===== src/design/slx_pkg.sv =====
// slx_pkg: shared types, token kind codes, error codes and keyword table
// for the script lexer. No dependencies.
`default_nettype none
package slx_pkg;

	localparam int OFFSET_BITS_DEF = 20;
	localparam int WORD_BYTES_DEF  = 8;
	localparam int Q_DEPTH         = 4;
	localparam int KW_COUNT        = 21;

	typedef enum logic [3:0] {
		M_IDLE, M_EQ, M_TILDE, M_LT, M_GT, M_DOT1, M_DOT2, M_MINUS,
		M_COMMENT, M_WORD, M_NUM_INT, M_NUM_DOT, M_NUM_FRAC, M_STRING
	} mode_t;

	// token kinds
	localparam logic [5:0] K_ERR    = 6'd0;
	localparam logic [5:0] K_ADD    = 6'd0;
	localparam logic [5:0] K_SUB    = 6'd1;
	localparam logic [5:0] K_MUL    = 6'd2;
	localparam logic [5:0] K_DIV    = 6'd3;
	localparam logic [5:0] K_MOD    = 6'd4;
	localparam logic [5:0] K_POW    = 6'd5;
	localparam logic [5:0] K_LEN    = 6'd6;
	localparam logic [5:0] K_EQ     = 6'd7;
	localparam logic [5:0] K_NE     = 6'd8;
	localparam logic [5:0] K_LE     = 6'd9;
	localparam logic [5:0] K_GE     = 6'd10;
	localparam logic [5:0] K_LT     = 6'd11;
	localparam logic [5:0] K_GT     = 6'd12;
	localparam logic [5:0] K_ASSIGN = 6'd13;
	localparam logic [5:0] K_LPAREN = 6'd14;
	localparam logic [5:0] K_RPAREN = 6'd15;
	localparam logic [5:0] K_LBRACE = 6'd16;
	localparam logic [5:0] K_RBRACE = 6'd17;
	localparam logic [5:0] K_LBRACK = 6'd18;
	localparam logic [5:0] K_RBRACK = 6'd19;
	localparam logic [5:0] K_SEMI   = 6'd20;
	localparam logic [5:0] K_COLON  = 6'd21;
	localparam logic [5:0] K_COMMA  = 6'd22;
	localparam logic [5:0] K_DOT    = 6'd23;
	localparam logic [5:0] K_CONCAT = 6'd24;
	localparam logic [5:0] K_DOTS   = 6'd25;
	localparam logic [5:0] K_KW0    = 6'd26;
	localparam logic [5:0] K_NUMBER = 6'd47;
	localparam logic [5:0] K_STRING = 6'd48;
	localparam logic [5:0] K_IDENT  = 6'd49;
	localparam logic [5:0] K_EOF    = 6'd50;

	// error codes
	localparam logic [1:0] E_NONE   = 2'd0;
	localparam logic [1:0] E_TILDE  = 2'd1;
	localparam logic [1:0] E_STRING = 2'd2;
	localparam logic [1:0] E_CHAR   = 2'd3;

	// keywords, right-aligned, first character in the highest used byte
	localparam logic [63:0] KW_VAL [KW_COUNT] = '{
		64'("and"), 64'("break"), 64'("do"), 64'("else"), 64'("elseif"),
		64'("end"), 64'("false"), 64'("for"), 64'("function"), 64'("if"),
		64'("in"), 64'("local"), 64'("nil"), 64'("not"), 64'("or"),
		64'("repeat"), 64'("return"), 64'("then"), 64'("true"), 64'("until"),
		64'("while")
	};
	localparam logic [3:0] KW_LEN [KW_COUNT] = '{
		4'd3, 4'd5, 4'd2, 4'd4, 4'd6, 4'd3, 4'd5, 4'd3, 4'd8, 4'd2,
		4'd2, 4'd5, 4'd3, 4'd3, 4'd2, 4'd6, 4'd6, 4'd4, 4'd4, 4'd5, 4'd5
	};

	function automatic logic is_digit(input logic [7:0] b);
		return (b >= "0") && (b <= "9");
	endfunction

	function automatic logic is_letter(input logic [7:0] b);
		return ((b >= "a") && (b <= "z")) || ((b >= "A") && (b <= "Z")) || (b == "_");
	endfunction

	// w holds the first eight word bytes, first byte in the top byte
	function automatic logic [5:0] word_kind(input logic [63:0] w, input logic [3:0] n);
		logic [5:0]  kind;
		logic [63:0] head;
		kind = K_IDENT;
		head = w >> (7'd64 - {n, 3'b000});
		for (int k = 0; k < KW_COUNT; k++) begin
			if (n == KW_LEN[k] && head == KW_VAL[k])
				kind = K_KW0 + 6'(k);
		end
		return kind;
	endfunction

	// single-character operators; bit 6 flags a match
	function automatic logic [6:0] single_op(input logic [7:0] b);
		unique case (b)
			"+": return {1'b1, K_ADD};
			"*": return {1'b1, K_MUL};
			"/": return {1'b1, K_DIV};
			"%": return {1'b1, K_MOD};
			"^": return {1'b1, K_POW};
			"#": return {1'b1, K_LEN};
			"(": return {1'b1, K_LPAREN};
			")": return {1'b1, K_RPAREN};
			"{": return {1'b1, K_LBRACE};
			"}": return {1'b1, K_RBRACE};
			"[": return {1'b1, K_LBRACK};
			"]": return {1'b1, K_RBRACK};
			";": return {1'b1, K_SEMI};
			":": return {1'b1, K_COLON};
			",": return {1'b1, K_COMMA};
			default: return {1'b0, K_ERR};
		endcase
	endfunction

endpackage
`default_nettype wire


===== src/design/slx_front.sv =====
// slx_front: lexer state machine; takes one byte per transfer and builds a
// bundle of up to three results. Depends on slx_pkg.
`default_nettype none
module slx_front import slx_pkg::*; #(
	parameter int OFFSET_BITS = OFFSET_BITS_DEF,
	parameter int WORD_BYTES  = WORD_BYTES_DEF,
	localparam int EW = 8 + 2 * OFFSET_BITS,
	localparam int BW = 2 + 3 * EW
) (
	input  wire logic          clk,
	input  wire logic          arst_n,
	input  wire logic          take,
	input  wire logic [7:0]    text_byte,
	input  wire logic          end_of_text,
	output logic               push,
	output logic [BW-1:0]      bundle
);

	localparam int WI = $clog2(WORD_BYTES);
	localparam logic [OFFSET_BITS-1:0] OMAX = '1;

	mode_t                  mode_q, m;
	logic [OFFSET_BITS-1:0] offset_q, origin_q, run_q;
	logic                   dq_q, ep_q;
	logic [7:0]             word_q [WORD_BYTES];

	logic [OFFSET_BITS-1:0] o, r, ofs_n;
	logic                   dq, ep, cons, wb_we;
	logic [WI-1:0]          wb_idx;
	logic [1:0]             n;
	logic [5:0]             rk [3];
	logic [1:0]             re [3];
	logic [OFFSET_BITS-1:0] rs [3], rl [3];
	logic [63:0]            w;
	logic [5:0]             wkind;
	logic [6:0]             sop;
	logic [OFFSET_BITS:0]   dot;
	logic                   eot, dig, let_c;
	logic [7:0]             b;

	function automatic logic [OFFSET_BITS-1:0] sat(input logic [OFFSET_BITS-1:0] v);
		return (v == OMAX) ? v : v + 1'b1;
	endfunction

	always_comb begin
		for (int i = 0; i < 8; i++)
			w[63 - 8 * i -: 8] = word_q[i];
		wkind = (run_q > OFFSET_BITS'(8)) ? K_IDENT : word_kind(w, run_q[3:0]);
	end

	always_comb begin
		b     = text_byte;
		eot   = end_of_text;
		dig   = !eot && is_digit(b);
		let_c = !eot && is_letter(b);
		sop   = single_op(b);
		m     = mode_q;
		o     = origin_q;
		r     = run_q;
		dq    = dq_q;
		ep    = ep_q;
		cons  = 1'b0;
		wb_we = 1'b0;
		wb_idx = run_q[WI-1:0];
		n     = 2'd0;
		dot   = '0;
		for (int i = 0; i < 3; i++) begin
			rk[i] = K_ERR; rs[i] = '0; rl[i] = '0; re[i] = E_NONE;
		end

		// settle the pending token
		unique case (mode_q)
			M_EQ, M_TILDE, M_LT, M_GT: begin
				m = M_IDLE;
				rs[n] = o;
				re[n] = E_NONE;
				if (!eot && b == "=") begin
					rl[n] = OFFSET_BITS'(2);
					cons = 1'b1;
					unique case (mode_q)
						M_EQ:    rk[n] = K_EQ;
						M_TILDE: rk[n] = K_NE;
						M_LT:    rk[n] = K_LE;
						default: rk[n] = K_GE;
					endcase
				end else begin
					rl[n] = OFFSET_BITS'(1);
					unique case (mode_q)
						M_EQ:    rk[n] = K_ASSIGN;
						M_TILDE: begin rk[n] = K_ERR; re[n] = E_TILDE; end
						M_LT:    rk[n] = K_LT;
						default: rk[n] = K_GT;
					endcase
				end
				n = n + 1'b1;
			end
			M_DOT1: begin
				if (!eot && b == ".") begin
					m = M_DOT2; r = OFFSET_BITS'(2); cons = 1'b1;
				end else begin
					m = M_IDLE;
					rk[n] = K_DOT; rs[n] = o; rl[n] = OFFSET_BITS'(1); n = n + 1'b1;
				end
			end
			M_DOT2: begin
				m = M_IDLE;
				rs[n] = o;
				if (!eot && b == ".") begin
					rk[n] = K_DOTS; rl[n] = OFFSET_BITS'(3); cons = 1'b1;
				end else begin
					rk[n] = K_CONCAT; rl[n] = OFFSET_BITS'(2);
				end
				n = n + 1'b1;
			end
			M_MINUS: begin
				if (!eot && b == "-") begin
					m = M_COMMENT; cons = 1'b1;
				end else begin
					m = M_IDLE;
					rk[n] = K_SUB; rs[n] = o; rl[n] = OFFSET_BITS'(1); n = n + 1'b1;
				end
			end
			M_COMMENT: begin
				if (eot || b == "\n")
					m = M_IDLE;
				cons = 1'b1;
			end
			M_WORD: begin
				if (let_c || dig) begin
					wb_we = (run_q < OFFSET_BITS'(WORD_BYTES));
					r = sat(r);
					cons = 1'b1;
				end else begin
					m = M_IDLE;
					rk[n] = wkind; rs[n] = o; rl[n] = r; n = n + 1'b1;
				end
			end
			M_NUM_INT, M_NUM_FRAC: begin
				if (dig) begin
					r = sat(r); cons = 1'b1;
				end else if (!eot && b == "." && mode_q == M_NUM_INT) begin
					m = M_NUM_DOT; r = sat(r); cons = 1'b1;
				end else begin
					m = M_IDLE;
					rk[n] = K_NUMBER; rs[n] = o; rl[n] = r; n = n + 1'b1;
				end
			end
			M_NUM_DOT: begin
				if (dig) begin
					m = M_NUM_FRAC; r = sat(r); cons = 1'b1;
				end else begin
					rk[n] = K_NUMBER; rs[n] = o; rl[n] = r - 1'b1; n = n + 1'b1;
					dot = {1'b0, o} + {1'b0, r} - 1'b1;
					m = M_DOT1;
					o = dot[OFFSET_BITS] ? OMAX : dot[OFFSET_BITS-1:0];
					r = OFFSET_BITS'(1);
				end
			end
			M_STRING: begin
				if (eot || (b == "\n" && !ep)) begin
					m = M_IDLE; ep = 1'b0;
					rk[n] = K_ERR; rs[n] = o; rl[n] = r; re[n] = E_STRING;
					n = n + 1'b1;
				end else begin
					r = sat(r);
					cons = 1'b1;
					if (ep) begin
						ep = 1'b0;
					end else if (b == "\\") begin
						ep = 1'b1;
					end else if (b == (dq ? "\"" : "'")) begin
						m = M_IDLE;
						rk[n] = K_STRING; rs[n] = o; rl[n] = r; n = n + 1'b1;
					end
				end
			end
			default: m = M_IDLE;
		endcase

		// a dot left behind by a number
		if (!cons && m == M_DOT1) begin
			if (!eot && b == ".") begin
				m = M_DOT2; r = OFFSET_BITS'(2); cons = 1'b1;
			end else begin
				m = M_IDLE;
				rk[n] = K_DOT; rs[n] = o; rl[n] = OFFSET_BITS'(1); n = n + 1'b1;
			end
		end

		// start a new token
		if (!cons && !eot) begin
			if (sop[6]) begin
				rk[n] = sop[5:0]; rs[n] = offset_q; rl[n] = OFFSET_BITS'(1);
				n = n + 1'b1;
			end else if (b == 8'h00) begin
				rk[n] = K_EOF; rs[n] = offset_q; rl[n] = OFFSET_BITS'(1);
				n = n + 1'b1;
			end else if (b == "-" || b == "=" || b == "~" || b == "<" || b == ">"
					|| b == "." || b == "\"" || b == "'" || let_c || dig) begin
				o = offset_q;
				r = OFFSET_BITS'(1);
				priority if (b == "-")  m = M_MINUS;
				else if (b == "=")      m = M_EQ;
				else if (b == "~")      m = M_TILDE;
				else if (b == "<")      m = M_LT;
				else if (b == ">")      m = M_GT;
				else if (b == ".")      m = M_DOT1;
				else if (let_c) begin
					m = M_WORD; wb_we = 1'b1; wb_idx = '0;
				end else if (dig)       m = M_NUM_INT;
				else begin
					m = M_STRING; dq = (b == "\""); ep = 1'b0;
				end
			end else if (!(b == "\n" || b == "\r" || b == " " || b == "\t")) begin
				rk[n] = K_ERR; rs[n] = offset_q; rl[n] = OFFSET_BITS'(1); re[n] = E_CHAR;
				n = n + 1'b1;
			end
		end

		ofs_n = sat(offset_q);
		if (eot) begin
			rk[n] = K_EOF; rs[n] = offset_q; rl[n] = '0; re[n] = E_NONE;
			n = n + 1'b1;
			m = M_IDLE; o = '0; r = '0; dq = 1'b0; ep = 1'b0; ofs_n = '0;
			wb_we = 1'b0;
		end

		push   = take && (n != 2'd0);
		bundle = {n, rk[2], re[2], rs[2], rl[2], rk[1], re[1], rs[1], rl[1],
			rk[0], re[0], rs[0], rl[0]};
	end

	always_ff @(posedge clk or negedge arst_n) begin
		if (!arst_n) begin
			mode_q   <= M_IDLE;
			offset_q <= '0;
			origin_q <= '0;
			run_q    <= '0;
			dq_q     <= 1'b0;
			ep_q     <= 1'b0;
		end else if (take) begin
			mode_q   <= m;
			offset_q <= ofs_n;
			origin_q <= o;
			run_q    <= r;
			dq_q     <= dq;
			ep_q     <= ep;
		end
	end

	always_ff @(posedge clk) begin
		if (take && wb_we)
			word_q[wb_idx] <= b;
	end

endmodule
`default_nettype wire


===== src/design/slx_queue.sv =====
// slx_queue: small FIFO of result bundles between front and back.
// Depends on slx_pkg.
`default_nettype none
module slx_queue import slx_pkg::*; #(
	parameter int W = 8
) (
	input  wire logic         clk,
	input  wire logic         arst_n,
	input  wire logic         push,
	input  wire logic [W-1:0] wdata,
	input  wire logic         pop,
	output logic [W-1:0]      rdata,
	output logic              empty,
	output logic              full
);

	localparam int PW = $clog2(Q_DEPTH);

	logic [W-1:0]  mem_q [Q_DEPTH];
	logic [PW-1:0] wr_q, rd_q;
	logic [PW:0]   cnt_q;

	assign empty = (cnt_q == '0);
	assign full  = (cnt_q == (PW+1)'(Q_DEPTH));
	assign rdata = mem_q[rd_q];

	always_ff @(posedge clk or negedge arst_n) begin
		if (!arst_n) begin
			wr_q  <= '0;
			rd_q  <= '0;
			cnt_q <= '0;
		end else begin
			if (push) wr_q <= wr_q + 1'b1;
			if (pop)  rd_q <= rd_q + 1'b1;
			cnt_q <= cnt_q + (PW+1)'(push) - (PW+1)'(pop);
		end
	end

	always_ff @(posedge clk) begin
		if (push)
			mem_q[wr_q] <= wdata;
	end

endmodule
`default_nettype wire


===== src/design/slx_back.sv =====
// slx_back: unpacks queued bundles into single results on a registered
// output. Depends on slx_pkg.
`default_nettype none
module slx_back import slx_pkg::*; #(
	parameter int OFFSET_BITS = OFFSET_BITS_DEF,
	localparam int EW = 8 + 2 * OFFSET_BITS,
	localparam int BW = 2 + 3 * EW
) (
	input  wire logic                   clk,
	input  wire logic                   arst_n,
	input  wire logic [BW-1:0]          head,
	input  wire logic                   empty,
	output logic                        pop,
	output logic                        token_valid,
	input  wire logic                   token_ready,
	output logic [5:0]                  token_kind,
	output logic [OFFSET_BITS-1:0]      token_start,
	output logic [OFFSET_BITS-1:0]      token_length,
	output logic [1:0]                  error_code,
	output logic                        last_of_run
);

	logic [1:0]    sel_q;
	logic          pull, last;
	logic [EW-1:0] ent;
	logic [1:0]    cnt;

	assign cnt  = head[BW-1 -: 2];
	assign ent  = head[sel_q * EW +: EW];
	assign pull = !token_valid || token_ready;
	assign last = (sel_q == cnt - 1'b1);
	assign pop  = pull && !empty && last;

	always_ff @(posedge clk or negedge arst_n) begin
		if (!arst_n) begin
			token_valid <= 1'b0;
			sel_q       <= '0;
		end else if (pull) begin
			token_valid <= !empty;
			if (!empty)
				sel_q <= last ? 2'd0 : sel_q + 1'b1;
		end
	end

	always_ff @(posedge clk) begin
		if (pull && !empty) begin
			token_kind   <= ent[EW-1 -: 6];
			error_code   <= ent[EW-7 -: 2];
			token_start  <= ent[2*OFFSET_BITS-1 -: OFFSET_BITS];
			token_length <= ent[OFFSET_BITS-1:0];
			last_of_run  <= last;
		end
	end

endmodule
`default_nettype wire


===== src/design/script_lexer_core.sv =====
// script_lexer_core: top level of the streaming lexer; front, bundle queue
// and back. Depends on slx_pkg, slx_front, slx_queue, slx_back.
//
//  channel | signals                                        | dir
//  text    | text_valid, text_ready, text_byte, end_of_text | in
//  token   | token_valid, token_ready, token_kind,          | out
//          | token_start, token_length, error_code, last_of_run
//
// One byte is taken per cycle while the four-entry bundle queue has room.
// Each byte yields up to three results; the back drains one result per
// cycle while token_ready allows it, so a byte making k results takes k output transfers.
// A byte's results pass through the bundle queue, then the back's output register.
// Reset clears lexer state, queue and output valid; the word buffer is not reset.
`default_nettype none
module script_lexer_core import slx_pkg::*; #(
	parameter int OFFSET_BITS = OFFSET_BITS_DEF,
	parameter int WORD_BYTES  = WORD_BYTES_DEF
) (
	input  wire logic                   clk,
	input  wire logic                   arst_n,
	input  wire logic                   text_valid,
	output logic                        text_ready,
	input  wire logic [7:0]             text_byte,
	input  wire logic                   end_of_text,
	output logic                        token_valid,
	input  wire logic                   token_ready,
	output logic [5:0]                  token_kind,
	output logic [OFFSET_BITS-1:0]      token_start,
	output logic [OFFSET_BITS-1:0]      token_length,
	output logic [1:0]                  error_code,
	output logic                        last_of_run
);

	localparam int EW = 8 + 2 * OFFSET_BITS;
	localparam int BW = 2 + 3 * EW;

	logic          q_push, q_pop, q_empty, q_full, take;
	logic [BW-1:0] q_wdata, q_rdata;

	assign text_ready = !q_full;
	assign take       = text_valid && text_ready;

	slx_front #(.OFFSET_BITS(OFFSET_BITS), .WORD_BYTES(WORD_BYTES)) u_front (
		.clk, .arst_n, .take, .text_byte, .end_of_text,
		.push(q_push), .bundle(q_wdata)
	);

	slx_queue #(.W(BW)) u_queue (
		.clk, .arst_n, .push(q_push), .wdata(q_wdata), .pop(q_pop),
		.rdata(q_rdata), .empty(q_empty), .full(q_full)
	);

	slx_back #(.OFFSET_BITS(OFFSET_BITS)) u_back (
		.clk, .arst_n, .head(q_rdata), .empty(q_empty), .pop(q_pop),
		.token_valid, .token_ready, .token_kind, .token_start, .token_length,
		.error_code, .last_of_run
	);

	a_push_room: assert property (@(posedge clk) disable iff (!arst_n)
		q_push |-> !q_full) else $error("bundle pushed into full queue");

	a_pop_data: assert property (@(posedge clk) disable iff (!arst_n)
		q_pop |-> !q_empty) else $error("bundle popped from empty queue");

	a_err_kind: assert property (@(posedge clk) disable iff (!arst_n)
		token_valid && error_code != E_NONE |-> token_kind == K_ERR)
		else $error("error result with nonzero kind");

	a_end_last: assert property (@(posedge clk) disable iff (!arst_n)
		token_valid && token_kind == K_EOF && token_length == '0 |-> last_of_run)
		else $error("end-of-text eof not last of run");

endmodule
`default_nettype wire


===== config.mk =====
export PLATFORM = sky130hd
export DESIGN_NAME = script_lexer_core
export DESIGN_NICKNAME = d
export VERILOG_FILES = /design/src/design/slx_pkg.sv /design/src/design/slx_front.sv /design/src/design/slx_queue.sv /design/src/design/slx_back.sv /design/src/design/script_lexer_core.sv
export SDC_FILE = /design/constraint.sdc
export NUM_CORES = 1
export LEC_CHECK = 0
export BUFFER_PORTS_ARGS = -buffer_cell sky130_fd_sc_hd__buf_2
export CORE_ASPECT_RATIO = 1.1
export CORE_MARGIN = 4
export CORE_UTILIZATION = 60
export DETAILED_ROUTE_END_ITERATION = 6
export PLACE_DENSITY = 0.78
export SYNTH_ARGS = -nofsm -noshare
export SYNTH_HDL_FRONTEND = slang
export SYNTH_SLANG_ARGS = --single-unit

===== constraint.sdc =====
create_clock -name clk -period 8 [get_ports clk]
set_input_delay 0.8 -clock clk [delete_from_list [all_inputs] [get_ports clk]]
set_output_delay 0.8 -clock clk [all_outputs]
set_load 0.03 [all_outputs]

### Word level (Yosys, flattened, before mapping)

Memories as Yosys holds them, arrays and structs flattened.
Index checks and enable logic that the tools add are counted.
W data, S select, Z words.

| cells by class | value |
|---|---|
| add/subtract/negate cells | 15 |
| multipliers | 1 |
| $lt $le $gt $ge | 14 |
| equality and inequality tests | 86 |
| shifts and indexed selects | 2 |
| mux-type cells | 258 |
| bitwise logic cells | 26 |
| reduce and logical (&&, ||, !) cells | 78 |

Operator list:

| kind | number |
|---|---|
| $mux W60 | 16 |
| $mux W20 | 45 |
| $eq A64 B23 Y1 const B | 5 |
| $eq A64 B39 Y1 const B | 5 |
| $eq A64 B15 Y1 const B | 4 |
| $mux W6 | 40 |
| $eq A64 B31 Y1 const B | 3 |
| $eq A64 B47 Y1 const B | 3 |
| $bwmux W60 | 3 |
| $pmux W20 S8 | 1 |
| $shiftx A146 B9 Y48 | 1 |
| $eq A8 B6 Y1 const B | 18 |
| $mux W18 | 8 |
| $pmux W20 S7 | 1 |
| $demux W20 S2 | 3 |
| $and A57 B57 Y57 | 2 |
| $not A57 Y57 | 2 |
| $pmux W7 S15 | 1 |
| $pmux W20 S5 | 1 |
| $mux W4 | 23 |
| $eq A8 B7 Y1 const B | 9 |
| $mux W1 | 70 |
| $eq A64 B63 Y1 const B | 1 |
| $shr A64 B7 Y64 | 1 |
| 65 further kinds | 214 |

| word-level totals | value |
|---|---|
| bits in registers | 125 |
| memory bits (writable) | 648 |
| bits of input ports | 13 |
| output and inout port bits | 51 |
| word-level logic and storage cells | 498 |
| memories kept | 2 |

Memories:

| name | words | width | rd ports | clocked after memory_dff | wr ports | line | source |
|---|---|---|---|---|---|---|---|
| u_queue.mem_q | 4 | 146 | 1 | 0 | 1 | slx_queue.sv:19 | `logic [W-1:0] mem_q [Q_DEPTH];` |
| u_front.word_q | 8 | 8 | 8 | 0 | 1 | slx_front.sv:25 | `logic [7:0] word_q [WORD_BYTES];` |

### Logic depth before layout (Yosys ltp)

| depth | value |
|---|---|
| depth after elaboration | 39 |
| mapped depth | 23 |
| depth with buffers taken out | 20 |

### Cells and area by module

Synthesis repeated with hierarchy kept, for this count alone.

| second synthesis, totals | value |
|---|---|
| cell total of the unflattened synthesis | 2926 |
| area total of the unflattened synthesis | 38824.7 um^2 |

By module, submodules not included:

| module | times used | cells each | area each (um^2) | sequential area each (um^2) |
|---|---|---|---|---|
| slx_queue | 1 | 797 | 21568.2 | 17712.0 |
| slx_front | 1 | 1902 | 14610.3 | 3573.4 |
| slx_back | 1 | 225 | 2636.3 | 1546.5 |
| script_lexer_core | 1 | 2 | 10.0 | 0.0 |

### Least setup slack after synthesis

OpenSTA, ideal clock, no wires.

| timing path | value |
|---|---|
| path kind | input port to flip-flop |
| from | input text_byte[6] |
| to | memory u_queue.mem_q[0][0] (netlist name), enable pin |
| setup time | 477 ps |
| data arrival time | 7472 ps |
| required time | 7523 ps |
| slack | 51 ps |
| stages | 19 |
| buffers on the path | 3 |
| path through | buf_2 or4b_1 buf_2 nor3_4 inv_4 nand2_2 a211oi_2 or2_4 or4_4 clkbuf_1 ha_1 o21a_4 ha_1 o21bai_1 inv_1 ha_1 nand3_1 o311a_4 and2_1 |

| between the ends | value |
|---|---|
| cells in the longest elaborated chain, start to end | 23 |
| elaborated cells between the ends (all ways) | 119 |
| those cells by class | add/sub (3); order compare (6); eq/ne (31); mux (45); reduce/logical (34) |

Ends and longest elaborated chain:

| element | line | source |
|---|---|---|
| start: declaration | script_lexer_core.sv:23 | `input wire logic [7:0] text_byte,` |
| $ge A8 B7 Y1 / $le A8 B7 Y1 (equally long branches) | slx_pkg.sv:74 | `return ((b >= "a") && (b <= "z")) \|\| ((b >= "A") && (b <= "Z")) \|\| (b == "_");` |
| $logic_and A1 B1 Y1 | slx_pkg.sv:74 |  |
| $logic_or A1 B1 Y1 (2 in series) | slx_pkg.sv:74 |  |
| $logic_and A1 B1 Y1 | slx_front.sv:55 | `let_c = !eot && is_letter(b);` |
| $logic_or A1 B1 Y1 | slx_front.sv:129 | `if (let_c \|\| dig) begin` |
| $mux W1 / $mux W4 (equally long branches) | slx_front.sv:129 |  |
| $pmux W2 S7, or another cell as far along | slx_front.sv:72 | `unique case (mode_q)` |
| $add A2 B1 Y2, or another cell as far along | slx_front.sv:186 | `rk[n] = K_DOT; rs[n] = o; rl[n] = OFFSET_BITS'(1); n = n + 1'b1;` |
| (+7 left out) | - |  |
| $mux W2 (*) | slx_front.sv:191 | `if (!cons && !eot) begin` |
| $add A2 B1 Y2 | slx_front.sv:223 | `n = n + 1'b1;` |
| $mux W2 (*) | slx_front.sv:221 | `if (eot) begin` |
| $reduce_bool A2 Y1 (*) | slx_front.sv:228 | `push = take && (n != 2'd0);` |
| $logic_and A1 B1 Y1 (*) | slx_front.sv:228 |  |
| via q_push | script_lexer_core.sv:37 | `logic q_push, q_pop, q_empty, q_full, take;` |
| $mux W1 (*) | slx_queue.sv:40 | `if (push)` |
| $mux W1 (not written as such) (*) | slx_queue.sv:41 | `mem_q[wr_q] <= wdata;` |
| end: declaration | slx_queue.sv:19 |  |

The timed path passes the listed nets; every way through them passes the cells marked *.

### Final worst setup path

| timing path | value |
|---|---|
| from | input text_byte[6] |
| to | memory u_queue.mem_q[3][9] (netlist name) (data pin) |

| between the ends | value |
|---|---|
| cells in the longest elaborated chain, start to end | 25 |
| elaborated cells between the ends (all ways) | 154 |
| those cells by class | add/sub (2); order compare (12); eq/ne (31); mux (65); bitwise (9); reduce/logical (35) |

Ends and longest elaborated chain:

| element | line | source |
|---|---|---|
| $ge A8 B7 Y1 / $le A8 B7 Y1 (equally long branches) | slx_pkg.sv:74 |  |
| $logic_and A1 B1 Y1 | slx_pkg.sv:74 |  |
| $logic_or A1 B1 Y1 (2 in series) | slx_pkg.sv:74 |  |
| $logic_and A1 B1 Y1 | slx_front.sv:55 |  |
| $logic_or A1 B1 Y1 | slx_front.sv:129 |  |
| $mux W1 / $mux W4 (equally long branches) | slx_front.sv:129 |  |
| $pmux W2 S7, or another cell as far along | slx_front.sv:72 |  |
| $add A2 B1 Y2, or another cell as far along | slx_front.sv:186 |  |
| (+9 left out) | - |  |
| $ge A3 B3 Y1 (not written as such), or another cell as far along | slx_front.sv:222 | `rk[n] = K_EOF; rs[n] = offset_q; rl[n] = '0; re[n] = E_NONE;` |
| $logic_and A1 B1 Y1 (not written as such) / $mux W60 (equally long branches) | slx_front.sv:222, slx_front.sv:198 |  |
| $mux W20 (not written as such) / $mux W60 (equally long branches) | slx_front.sv:222, slx_front.sv:195 |  |
| $demux W20 S2 / $mux W60 (equally long branches) | slx_front.sv:222, slx_front.sv:192 |  |
| $not A60 Y60 (no line) / $mux W60 (equally long branches) | - |  |
| $and A60 B60 Y60 (no line) | - |  |
| $mux W60 (*) | slx_front.sv:221 |  |
| via q_wdata[9] | script_lexer_core.sv:38 | `logic [BW-1:0] q_wdata, q_rdata;` |

Marks and branches as above.

==> results.txt <==
- Synthesis inferred between 600 and 700 register bits.
- After the flow finishes, the layout carries non-filler instances totaling approximately 3400.
* Largest fanout on the critical path: between 40 and 50
* Average wire per standard cell: between 20 and 30 um
* Max IR drop VDD: about 0.19 mV
- The later pin in the worst-skew pair is clocked with a latency of 0.65 ns.
- Final Hold Vio Count: 0
- STA puts the critical path data required time at ~8.4 ns.
- The synthesized netlist devotes around 13% of its cell area to simple gates.
- After detailed routing, the number of remaining DRC violations is 3.
* Fraction of post-synthesis cell area in the top cell type by area: approximately 50%
- For this run, asynchronously set or reset flops after synthesis account for about an eighth.
* CTS tree: built
* Clock skew after layout: 0.0508 ns
- Total number of yosys warnings: 0
* Setup crit start: text_byte[6]
- Largest net degree at the start of global routing: 66
* H-tree depth: 2
* Final HPWL from detailed placement: between 60000 and 70000 um
- Drt pass-1 iters: 7
- Critical path start-end classification: primary input to flop
* Cell types with the highest counts after synthesis: sky130_fd_sc_hd__edfxtp_1, sky130_fd_sc_hd__nand2_1, sky130_fd_sc_hd__nor2_1
- Global-route usage over all layers: 30.7%
- Yosys instantiated no cell more often than sky130_fd_sc_hd__edfxtp_1.
- Per-cell via count in the routed design: 6.84
* Sequential share of the synthesized area: between 50% and 60%
- Area growth from synthesis to final layout: 8.70%
* Top cells by area in the synthesized netlist: sky130_fd_sc_hd__edfxtp_1, sky130_fd_sc_hd__mux4_2, sky130_fd_sc_hd__dfrtp_1
* Max cap viols: 0
- Type of element launching the critical path: primary input
* Number of synthesized flops with an enable pin: between 500 and 600
- Kind of end point of the critical path: flop
- Averaged over all synthesized cells, the footprint is around 12 um^2.
- Final critical path time including I/O delays and setup: ~6.5 ns
* DR vias: between 20000 and 25000
* Final layout net count: 2721
* Most common flop cell mapped by yosys: sky130_fd_sc_hd__edfxtp_1
- Initial Util: 61.0%
- Clock sink count: ~610
- The count of buffers added on input and output ports is 63.
- Number of max-slew violations in the final report: 0
- After layout, the worst path uses between 80% and 90% of the clock period.
- Clock tree synthesis inserted a total of 58 buffers.
* Number of rows created at floorplan: 88
* Root cell of the clock tree: sky130_fd_sc_hd__clkbuf_16
* Clock buffer depth: 3
- Min-delay worst type: primary input to async pin
- Slew of the pin with the lowest slew margin: 1.33 ns
- Overall power consumption after layout is estimated at around 9.9 mW.
- Total wirelength of the detailed-routed design: 88900 um
* Multiplexer fraction of the synthesized cell area: around 12%
* Y dimension of the die: between 200 and 300 um
- The run finished, with violations left.
- The initial antenna violation count was 1.
* Dominant combinational cell family by area after synthesis: simple AND/OR/NAND/NOR gates
* Full die area: around 57000 um^2
- Ports: 64
- Vias in the first global route: ~23000
- GP Congestion: between 0.9 and 1
- Capturing point of the worst reg2reg path: u_queue.mem_q[2][45]$_DFFE_PP_
* Setup repair after global routing missed its margin: no
- Data on the critical path arrives at its endpoint at between 6 and 7 ns.
* Wire length of the first global-routing pass: 138000 um
- The setup check on the worst reg-to-reg path leaves a slack of 1.62 ns.
- Number of distinct standard cells referenced by the synthesized netlist: 110
* Total negative slack for setup checks: 0 ns
- Pwr/cell area: ~280 nW/um^2
- The cell area that synthesis handed to floorplanning was roughly 32000 um^2.
* Remaining max-slew budget at the tightest pin: a little over a tenth
- The synthesized netlist devotes about 2.3% of its cell area to adder and majority cells.
- Violations in the final reports: design-rule violations
* Standard cell core area: between 50000 and 60000 um^2
- The worst register-to-register path begins at u_front.run_q[1]$_DFFE_PN0P_.
* Area occupied by multi-input gates: approximately 13000 um^2
* Area of all sequential standard cells: roughly 18000 um^2
- Post-synthesis cell count: ~2600
- Cells with a size suffix above 1 make up ~15% of the layout.
* Placed insts: ~3300
- Die span in x: approximately 230 um
- Biggest area consumer among synthesized cells: sky130_fd_sc_hd__edfxtp_1
* Xor-xnor portion of the synthesized cell area: between 1.5 and 2%
- Fill cells in the final layout number 3772.
* Fmax: between 150 and 200 MHz
* Dpl ws: ~0.92 ns
- The total overflow left after global routing is 0.
- Counting every net in the synthesized netlist gives roughly 2700.
* Clock-pin slew reported for the worst setup and hold paths after clock tree synthesis: 0.06 ns
* Leak pwr: roughly 12 nW
* Worst-case reg-to-reg path depth: 12
* Final Setup Violations: 0
- # resized after CTS: 0
- Once detail routing completed, the nets flagged for antenna violations numbered 0.
- Hold_buf cts: 0
- The number of setup buffers added after CTS is 0.
- Across all setup checks in the final design, the least slack found is roughly 1.5 ns.
* Number of violations reported at the end of detailed-routing iteration 0: just under 3000
- Following the worst setup path forward leads to its endpoint at u_queue.mem_q[3][9]$_DFFE_PP_.
- The repair_antennas step left the layout with diodes totalling 0.
* Post-synthesis compound-gate area fraction: 11.2%
state kept, by name (all words and copies together), names as in the netlist:
name                 cells
u_queue.mem_q          424
u_front.word_q          64
u_back.token_length     20
u_back.token_start      20
u_front.offset_q        20
u_front.origin_q        20
u_front.run_q           20
u_back.token_kind        6
u_front.mode_q           4
u_queue.cnt_q            3
u_back.error_code        2
u_back.sel_q             2
u_queue.rd_q             2
u_queue.wr_q             2
u_back.last_of_run       1
u_back.token_valid       1
u_front.dq_q             1
u_front.ep_q             1
metrics by stage:
stage | hold WS, ns | cell area, um^2 | util, %
final | 0.0762 | 35000 | 66.3
after detailed placement | 0.502 | 33100 | 62.8
after global routing | 0.0742 | 35000 | 66.3
after floorplan | 0.468 | 32200 | -
after CTS | 0.0616 | 35000 | 66.3
after global placement | 0.477 | 33100 | 62.8
metal layers:
metal,up-vias,track usage (%),share of wire (%)
li1,10086,-,-
met1,11434,44.6,41
met2,1366,49.5,47
met3,200,4.83,9.0
met4,0,8.12,2.8
met5,-,0,0
how the worst min path moves through the flow:
stage                     slack [ns]                             end                            from  cells after the start
after floorplan                 0.47      u_queue.cnt_q[2]$_DFF_PN0_      u_queue.cnt_q[2]$_DFF_PN0_                      1
after global placement          0.48  u_back.token_valid$_DFFE_PN0N_  u_back.token_valid$_DFFE_PN0N_                      2
after detailed placement        0.50      u_queue.cnt_q[2]$_DFF_PN0_      u_queue.cnt_q[2]$_DFF_PN0_                      1
after CTS                       0.06   u_front.run_q[12]$_DFFE_PN0P_                          arst_n                      1
after global routing            0.07   u_front.run_q[12]$_DFFE_PN0P_                          arst_n                      1
final                           0.08   u_front.run_q[11]$_DFFE_PN0P_                          arst_n                      1
where the power goes:
group	switching, mW	leakage [nW]	internal, mW
registers	0.256	6.02	4.11
logic	1.74	5.02	1.13
clock network	1.19	0.909	1.51
final cells by class:
| cell class | count | share of cell area [%] |
|---|---|---|
| clock buffers | 84 | 4.63 |
| repair buffers | 111 | 2.12 |
| multi-input cells | 1715 | 36.9 |
| flip-flops and latches | 613 | 51.6 |
| clock inverters | 25 | 0.751 |
| inverters | 150 | 1.62 |
| well taps | 675 | 2.41 |
cell families (layout without fill, tap and decap cells):
kind of cell / count (synthesis) / count (layout)
adders and majority gates: 59 / 59
AOI/OAI and AO/OA: 545 / 545
and+or+nand+nor: 855 / 855
buffers and inverters: 313 / 370
DFF: 613 / 613
xor gates and xnor gates: 55 / 55
muxes: 201 / 201
cells in the final DEF, fill, tap and decap left out, types with 12 or more instances in the layout:
cell type and count:
sky130_fd_sc_hd__nor4_1 35, sky130_fd_sc_hd__or4_1 21, sky130_fd_sc_hd__o22ai_1 44, sky130_fd_sc_hd__dfrtp_1 72
sky130_fd_sc_hd__or3_1 12, sky130_fd_sc_hd__a22o_1 15, sky130_fd_sc_hd__edfxtp_1 537, sky130_fd_sc_hd__a211oi_1 14
sky130_fd_sc_hd__mux4_2 136, sky130_fd_sc_hd__mux2i_1 58, sky130_fd_sc_hd__clkbuf_16 58, sky130_fd_sc_hd__a21o_1 14
sky130_fd_sc_hd__nor3_1 68, sky130_fd_sc_hd__a221oi_1 16, sky130_fd_sc_hd__nand2_1 229, sky130_fd_sc_hd__a21oi_1 103
sky130_fd_sc_hd__a22oi_1 15, sky130_fd_sc_hd__and2_1 36, sky130_fd_sc_hd__buf_2 62, sky130_fd_sc_hd__ha_1 56
sky130_fd_sc_hd__buf_4 44, sky130_fd_sc_hd__nor2_1 188, sky130_fd_sc_hd__and3_1 14, sky130_fd_sc_hd__nand3_1 67
sky130_fd_sc_hd__xnor2_1 36, sky130_fd_sc_hd__o21ai_0 166, sky130_fd_sc_hd__nor2b_1 41, sky130_fd_sc_hd__inv_1 146
sky130_fd_sc_hd__nand4_1 28, sky130_fd_sc_hd__nand2b_1 39, sky130_fd_sc_hd__clkbuf_1 19, sky130_fd_sc_hd__xor2_1 18
sky130_fd_sc_hd__a31oi_1 26
worst max-delay path: stages:
cell,delay (ns)
sky130_fd_sc_hd__buf_2,0.21
sky130_fd_sc_hd__or4b_1,0.54
sky130_fd_sc_hd__buf_4,0.20
sky130_fd_sc_hd__nor3_4,0.46
sky130_fd_sc_hd__inv_4,0.13
sky130_fd_sc_hd__nand2_2,0.09
sky130_fd_sc_hd__a211oi_2,0.11
sky130_fd_sc_hd__or2_4,0.34
sky130_fd_sc_hd__or4_4,0.70
sky130_fd_sc_hd__ha_1,0.37
sky130_fd_sc_hd__o21a_4,0.26
sky130_fd_sc_hd__ha_1,0.28
sky130_fd_sc_hd__o21bai_1,0.32
sky130_fd_sc_hd__inv_1,0.12
sky130_fd_sc_hd__ha_1,0.23
sky130_fd_sc_hd__nand2_1,0.17
sky130_fd_sc_hd__nand2_1,0.07
sky130_fd_sc_hd__buf_4,0.26
sky130_fd_sc_hd__a311o_1,0.62
sky130_fd_sc_hd__a211oi_1,0.52
(Power assumes the default switching activity.)
